## config.mk

```make
export PLATFORM = sky130hd
export DESIGN_NAME = tct_cell
export DESIGN_NICKNAME = d
export VERILOG_FILES = /design/src/rtl/tct_pkg.sv /design/src/rtl/tct_cell.sv
export SDC_FILE = /design/constraint.sdc
export NUM_CORES = 1
export LEC_CHECK = 0
export BUFFER_PORTS_ARGS = -buffer_cell sky130_fd_sc_hd__buf_4
export CAP_MARGIN = 20
export CORE_MARGIN = 1.5
export CORE_UTILIZATION = 50
export CTS_CLUSTER_SIZE = 24
export DETAILED_ROUTE_END_ITERATION = 10
export GPL_TIMING_DRIVEN = 0
export PLACE_DENSITY = 0.73
export RECOVER_POWER = 25
export SETUP_SLACK_MARGIN = 0.4
export SLEW_MARGIN = 20
export SYNTH_ARGS = -nofsm -noshare
export SYNTH_HDL_FRONTEND = slang
export SYNTH_SLANG_ARGS = --single-unit
```

## constraint.sdc

```tcl
create_clock -name i_clk -period 6.05 [get_ports i_clk]
set_input_delay 0.3025 -clock i_clk [delete_from_list [all_inputs] [get_ports i_clk]]
set_output_delay 0.3025 -clock i_clk [all_outputs]
set_load 0.03 [all_outputs]
```

## src/rtl/tct_pkg.sv

```systemverilog
package tct_pkg;

    // Operation codes carried by the opcode field of an input beat.
    localparam logic [1:0] OP_ADD   = 2'd0;
    localparam logic [1:0] OP_CLEAR = 2'd1;
    localparam logic [1:0] OP_QUERY = 2'd2;

    // Fixed field widths.
    localparam int SIZE_W = 15;
    localparam int GRID_W = 10;

    // Result status codes.
    localparam logic STATUS_OK   = 1'b0;
    localparam logic STATUS_FULL = 1'b1;

    // The query token handed from one cell to the next.
    typedef struct packed {
        logic              valid;
        logic              found;
        logic [GRID_W-1:0] row;
        logic [GRID_W-1:0] col;
    } t_token;

endpackage

```

## src/rtl/tct_cell.sv

```systemverilog
module tct_cell #(
    parameter int COORD_BITS = 16,
    parameter int CNT_W      = 9,
    parameter int INDEX      = 0
) (
    input  logic                           i_clk,
    input  logic                           i_rst_n,
    input  logic [CNT_W-1:0]               i_count,
    input  logic                           i_wr,
    input  logic signed [COORD_BITS-1:0]   i_box_x,
    input  logic signed [COORD_BITS-1:0]   i_box_y,
    input  logic [tct_pkg::SIZE_W-1:0]     i_box_w,
    input  logic [tct_pkg::SIZE_W-1:0]     i_box_h,
    input  logic [tct_pkg::GRID_W-1:0]     i_row,
    input  logic [tct_pkg::GRID_W-1:0]     i_col,
    input  logic                           i_brk,
    input  tct_pkg::t_token                i_tok,
    output tct_pkg::t_token                o_tok
);

    // Sums need two bits beyond the wider of a coordinate and a size.
    localparam int BASE_W = (COORD_BITS > tct_pkg::SIZE_W) ? COORD_BITS : tct_pkg::SIZE_W;
    localparam int SUM_W  = BASE_W + 2;

    logic signed [COORD_BITS-1:0]   r_x;
    logic signed [COORD_BITS-1:0]   r_y;
    logic [tct_pkg::SIZE_W-1:0]     r_w;
    logic [tct_pkg::SIZE_W-1:0]     r_h;
    logic [tct_pkg::GRID_W-1:0]     r_row;
    logic [tct_pkg::GRID_W-1:0]     r_col;
    logic                           r_active;
    tct_pkg::t_token                r_tok;
    tct_pkg::t_token                n_tok;

    logic                           w_sel;
    logic                           w_live;
    logic                           w_touch;
    logic                           w_hit;
    logic signed [SUM_W-1:0]        w_qx, w_qy, w_qw, w_qh;
    logic signed [SUM_W-1:0]        w_tx, w_ty, w_tw, w_th;

    assign w_sel  = i_count == CNT_W'(INDEX);
    assign w_live = CNT_W'(INDEX) < i_count;

    assign w_qx = SUM_W'(i_box_x);
    assign w_qy = SUM_W'(i_box_y);
    assign w_qw = signed'(SUM_W'(i_box_w));
    assign w_qh = signed'(SUM_W'(i_box_h));
    assign w_tx = SUM_W'(r_x);
    assign w_ty = SUM_W'(r_y);
    assign w_tw = signed'(SUM_W'(r_w));
    assign w_th = signed'(SUM_W'(r_h));

    // Inclusive edges: boxes that only touch still count.
    assign w_touch = (w_qx + w_qw >= w_tx) && (w_tx + w_tw >= w_qx) &&
                     (w_qy + w_qh >= w_ty) && (w_ty + w_th >= w_qy);

    assign w_hit = i_tok.valid && !i_tok.found && w_live && r_active && w_touch;

    always_comb begin
        n_tok = i_tok;
        if (w_hit) begin
            n_tok.found = 1'b1;
            n_tok.row   = r_row;
            n_tok.col   = r_col;
        end
    end

    always_ff @(posedge i_clk) begin
        if (i_wr && w_sel) begin
            r_x   <= i_box_x;
            r_y   <= i_box_y;
            r_w   <= i_box_w;
            r_h   <= i_box_h;
            r_row <= i_row;
            r_col <= i_col;
        end
    end

    always_ff @(posedge i_clk) begin
        if (i_wr && w_sel) begin
            r_active <= 1'b1;
        end else if (w_hit && i_brk) begin
            r_active <= 1'b0;
        end
    end

    always_ff @(posedge i_clk) begin
        if (!i_rst_n) begin
            r_tok.valid <= 1'b0;
        end else begin
            r_tok.valid <= n_tok.valid;
        end
        r_tok.found <= n_tok.found;
        r_tok.row   <= n_tok.row;
        r_tok.col   <= n_tok.col;
    end

    assign o_tok = r_tok;

endmodule

```

Word level (Yosys, flattened, before mapping). Index checks and enable logic that the tools add are counted.

Multiplexer cells: 1. Magnitude comparators: 5. Reduce and logical (&&, ||, !) cells: 11. Add/subtract/negate cells: 4.

Operator list (count): adder 16 x 16 -> 17 bit (4); >= comparator 17 x 16 -> 1 bit (4); two-way mux 20 bit (1); logical AND 1 bit (9); logical NOT 9 bit (1); < comparator 1 x 9 -> 1 bit (first input constant) (1); logical NOT 1 bit (1).

Input bits: 117. Bits in registers: 105.

Logic depth before layout (Yosys ltp).
Word-level depth: 7. Mapped depth: 19. Mapped depth without buffers: 18.

Worst setup path before layout. No wires, ideal clock.

Path type: register -> register. From: reg r_y[0]. To: reg r_tok, in the netlist o_tok[10]. Cell stages (with the launch flop): 20. Required time: 5929 ps. Setup slack: 2179 ps. Arrival: 3750 ps. Cell sequence: edfxtp_1 -> ha_1 -> inv_1 -> fa_1 -> nor2b_1 -> o21ai_0 -> a21boi_0 -> o211a_1 -> o21a_1 -> mux2i_1 -> nand2_1 -> ha_1 -> a21oi_1 -> o21ai_0 -> o2111ai_1 -> a31oi_1 -> o21ai_0 -> and4bb_4 -> buf_6 -> mux2_4.

RTL lines: from (decl) (RTL line tct_cell.sv:26) `logic signed [COORD_BITS-1:0] r_y;`; from (signal assigned) (RTL line tct_cell.sv:72) `r_y <= i_box_y;`; to (decl) (RTL line tct_cell.sv:32) `tct_pkg::t_token r_tok;`.

==> results.py <==
metrics = {
    "logic_synthesis": {
        "ys_seq_area_share_pct": 37.6,
        "synth_cell_type_count": 55,
        "ys_seq_elements": 105,
        "avgSynthCellArea_um2": 10.2,
        "syn_area_um2": 7780,
        "synthCells": 762,
        "syn_nets": 1011,
        "synth_warnings": 0,
        "async_flop_share_pct": 0,
        "synth_edf_count": 82,
        "synthFlopType": "edfxtp_1",
    },
    "place": {
        "gp_congestion": 0.870,
        "portBuffers": 138,
        "place_hpwl_um": 13800,
    },
    "outcome": {
        "status": "completed",
    },
    "grt": {
        "antenna_found_initial": 0,
        "grt_pass1_vias": 5987,
        "grt-ovfl-total": 0,
        "track_usage_pct": 21.5,
        "grt_pass1_wl_um": 27500,
        "grt_max_degree": 49,
    },
    "routing": {
        "post_drt_wl_per_cell_um": 15.4,
        "routed_wl_um": 17000,
        "drtAntennaViolNets": 0,
        "avgViaCountPerCell": 5.50,
        "drtPass1Iterations": 5,
        "num_vias": 6074,
        "drt_drc_violations_left": 0,
        "drt_iter0_markers": 288,
    },
    "setup_path": {
        "worst_ep_required_time_ps": 6290,
        "end_kind": "flip-flop",
        "critPathMaxFanout": 10,
        "crit_type": "reg -> reg",
        "critPathArrivalTime_ps": 4970,
        "worst_setup_path_start_kind": "flip-flop",
    },
    "die": {
        "dieArea_um2": 16300,
        "coreArea_um2": 15200,
        "start_util_pct": 51.2,
        "row_count": 45,
        "fp.dieH_um": 128,
        "ios": 139,
        "die_x_um": 128,
    },
    "cts": {
        "root_buffer": "clkbuf_16",
        "path_clk_slew_ps": 70,
        "holdBufCountCts": 0,
        "cts_sinks": 105,
        "cts_tree": "yes",
        "postCtsResizedCells": 0,
        "h-tree-depth": 3,
        "clockBufferDepth": 2,
        "post-cts-setup-buffers": 0,
        "clk_latency_ps": 360,
        "cts-buffers-inserted": 9,
    },
    "power_and_ir_drop": {
        "power_mw": 1.78,
        "peakVddDrop_mv": 0.135,
        "p_int_mw": 1.30,
        "leakage_nw": 4.21,
        "sw_frac_of_total_pct": 26.8,
        "clkPwrFrac_pct": 34.4,
        "power_frac_comb_pct": 21.4,
        "p_sw_mw": 0.476,
        "seqPwrFrac_pct": 44.2,
        "powerDensity_nw_per_um2": 191,
    },
    "layout": {
        "final_common_cell": "ha_1",
        "final_cell_mix": "128 x ha_1, 100 x inv_1, 86 x buf_4, 82 x edfxtp_1, 55 x a21oi_1",
        "drive_above_1_share_pct": 17.4,
        "syn_to_final_growth_pct": 19.5,
        "nets": 1161,
        "antenna_cells": 0,
        "utilization_pct": 61.2,
    },
    "timing": {
        "post-route-period-util_pct": 78.1,
        "report.final.setup_viol": 0,
        "tightest_slew_ps": 635,
        "setup_tns_ps": 0,
        "hold_viol_final": 0,
        "slew_headroom_pct": 56.6,
        "slew_viol_final": 0,
        "fin_skew_ps": 8.46,
        "period_minus_slack_ps": 4730,
        "rsz0062_at_grt": "false",
        "max_freq_mhz": 212,
    },
    "flow_run": {
        "drv_cap": 0,
    },
    "hold_path": {
        "hp-class": "in -> reg",
    },
}
metal layers:
metal  GRT usage [%]  wire length [µm]  up-vias
met5               0                 0        -
met1            25.7              7200     2830
met3            4.34               784       25
met4            5.82               287        0
met2            39.2              8740      129
li1                -                 -     3090
sequential cells by signal, indices dropped and copies added (netlist names):
| name | flops |
|---|---|
| o_tok | 22 |
| r_active | 1 |
| r_col | 10 |
| r_h | 15 |
| r_row | 10 |
| r_w | 15 |
| r_x | 16 |
| r_y | 16 |
metrics by stage:
stage	setup slack (ps)	instance area (µm²)	hold WS, ps	instances
finish	1320	9300	118	1105
global placement	1380	9050	453	1088
global route	939	9300	120	1105
CTS	1310	9380	106	1105
floorplan	2180	7780	401	762
detailed placement	1360	9070	462	1089
area by class of cell:
type | count | area, µm²
Fill cell | 1346 | 5900
Multi-Input combinational cell | 550 | 4440
Sequential cell | 105 | 2920
Timing Repair Buffer | 139 | 973
Inverter | 101 | 382
Clock buffer | 13 | 283
Tap cell | 188 | 235
Buffer | 6 | 37.5
Clock inverter | 3 | 26.3
cells by family after synthesis:
| kind of cell | after synthesis | synth area share [%] |
|---|---|---|
| AOI/OAI and AO/OA | 192 | 16.3 |
| xor gates and xnor gates | 45 | 5.07 |
| adders and majority gates | 132 | 21.6 |
| buffers and inverters | 107 | 5.36 |
| DFF | 105 | 37.6 |
| muxes | 22 | 4.02 |
| and+or+nand+nor | 159 | 10.1 |
cell usage after synthesis (all sizes together) (3+ instances only):
master     n  area, µm²
a31oi      6       37.5
clkbuf     4       15.0
and3       6       37.5
nor2      47        176
a211oi     9       67.6
a221oi     6       52.6
nor2b     11       68.8
a21oi     55        275
o41ai      4       50.1
mux2      20        293
nor3      15       75.1
xnor2     41        359
o211a      3       30.0
o21ai     41        205
nand4     14       87.6
o21a      19        143
xor2       4       35.0
a2111oi    4       41.3
fa         4       80.1
or3        4       25.0
dfxtp     23        460
nand3      9       45.0
o22ai      3       18.8
a21o      15        113
nand2b    13       81.3
nand2     32        120
edfxtp    82       2460
ha       128       1600
o21bai     5       37.5
o211ai     3       22.5
inv      101        379
power groups by stage:
stage               sequential, mW  clock (mW)  combinational, mW
floorplan                    0.819           0              0.231
global route                 0.787       0.648              0.430
CTS                          0.787       0.624              0.390
detailed placement           0.803           0              0.386
global placement             0.803           0              0.378
finish                       0.786       0.613              0.380
worst paths after layout:
kind | from | end | slack [ps] | cells after the start
setup / recovery | r_y[0] | o_tok[2] | 1320 | 19
hold / removal | i_brk | r_active | 120 | 2
setup reg to reg | r_y[0] | o_tok[2] | 1320 | 19
hold reg to reg | r_row[5] | o_tok[15] | 470 | 1
critical path, cell delays in order (launching register included):
cell       delay [ps]
edfxtp_1          370
ha_1              210
inv_1              70
fa_1              400
nor2b_1           120
o21ai_0           100
a21boi_0          470
o21ai_0           170
o21ai_0           340
nor2_1            100
xnor2_1           160
ha_1              300
nand2_1            60
o21ai_0           350
o2111ai_1         190
a31oi_1           160
o21ai_0           110
and4bb_4          420
buf_6             200
mux2_4            320
Note: power is estimated with default switching activity, not from simulation.
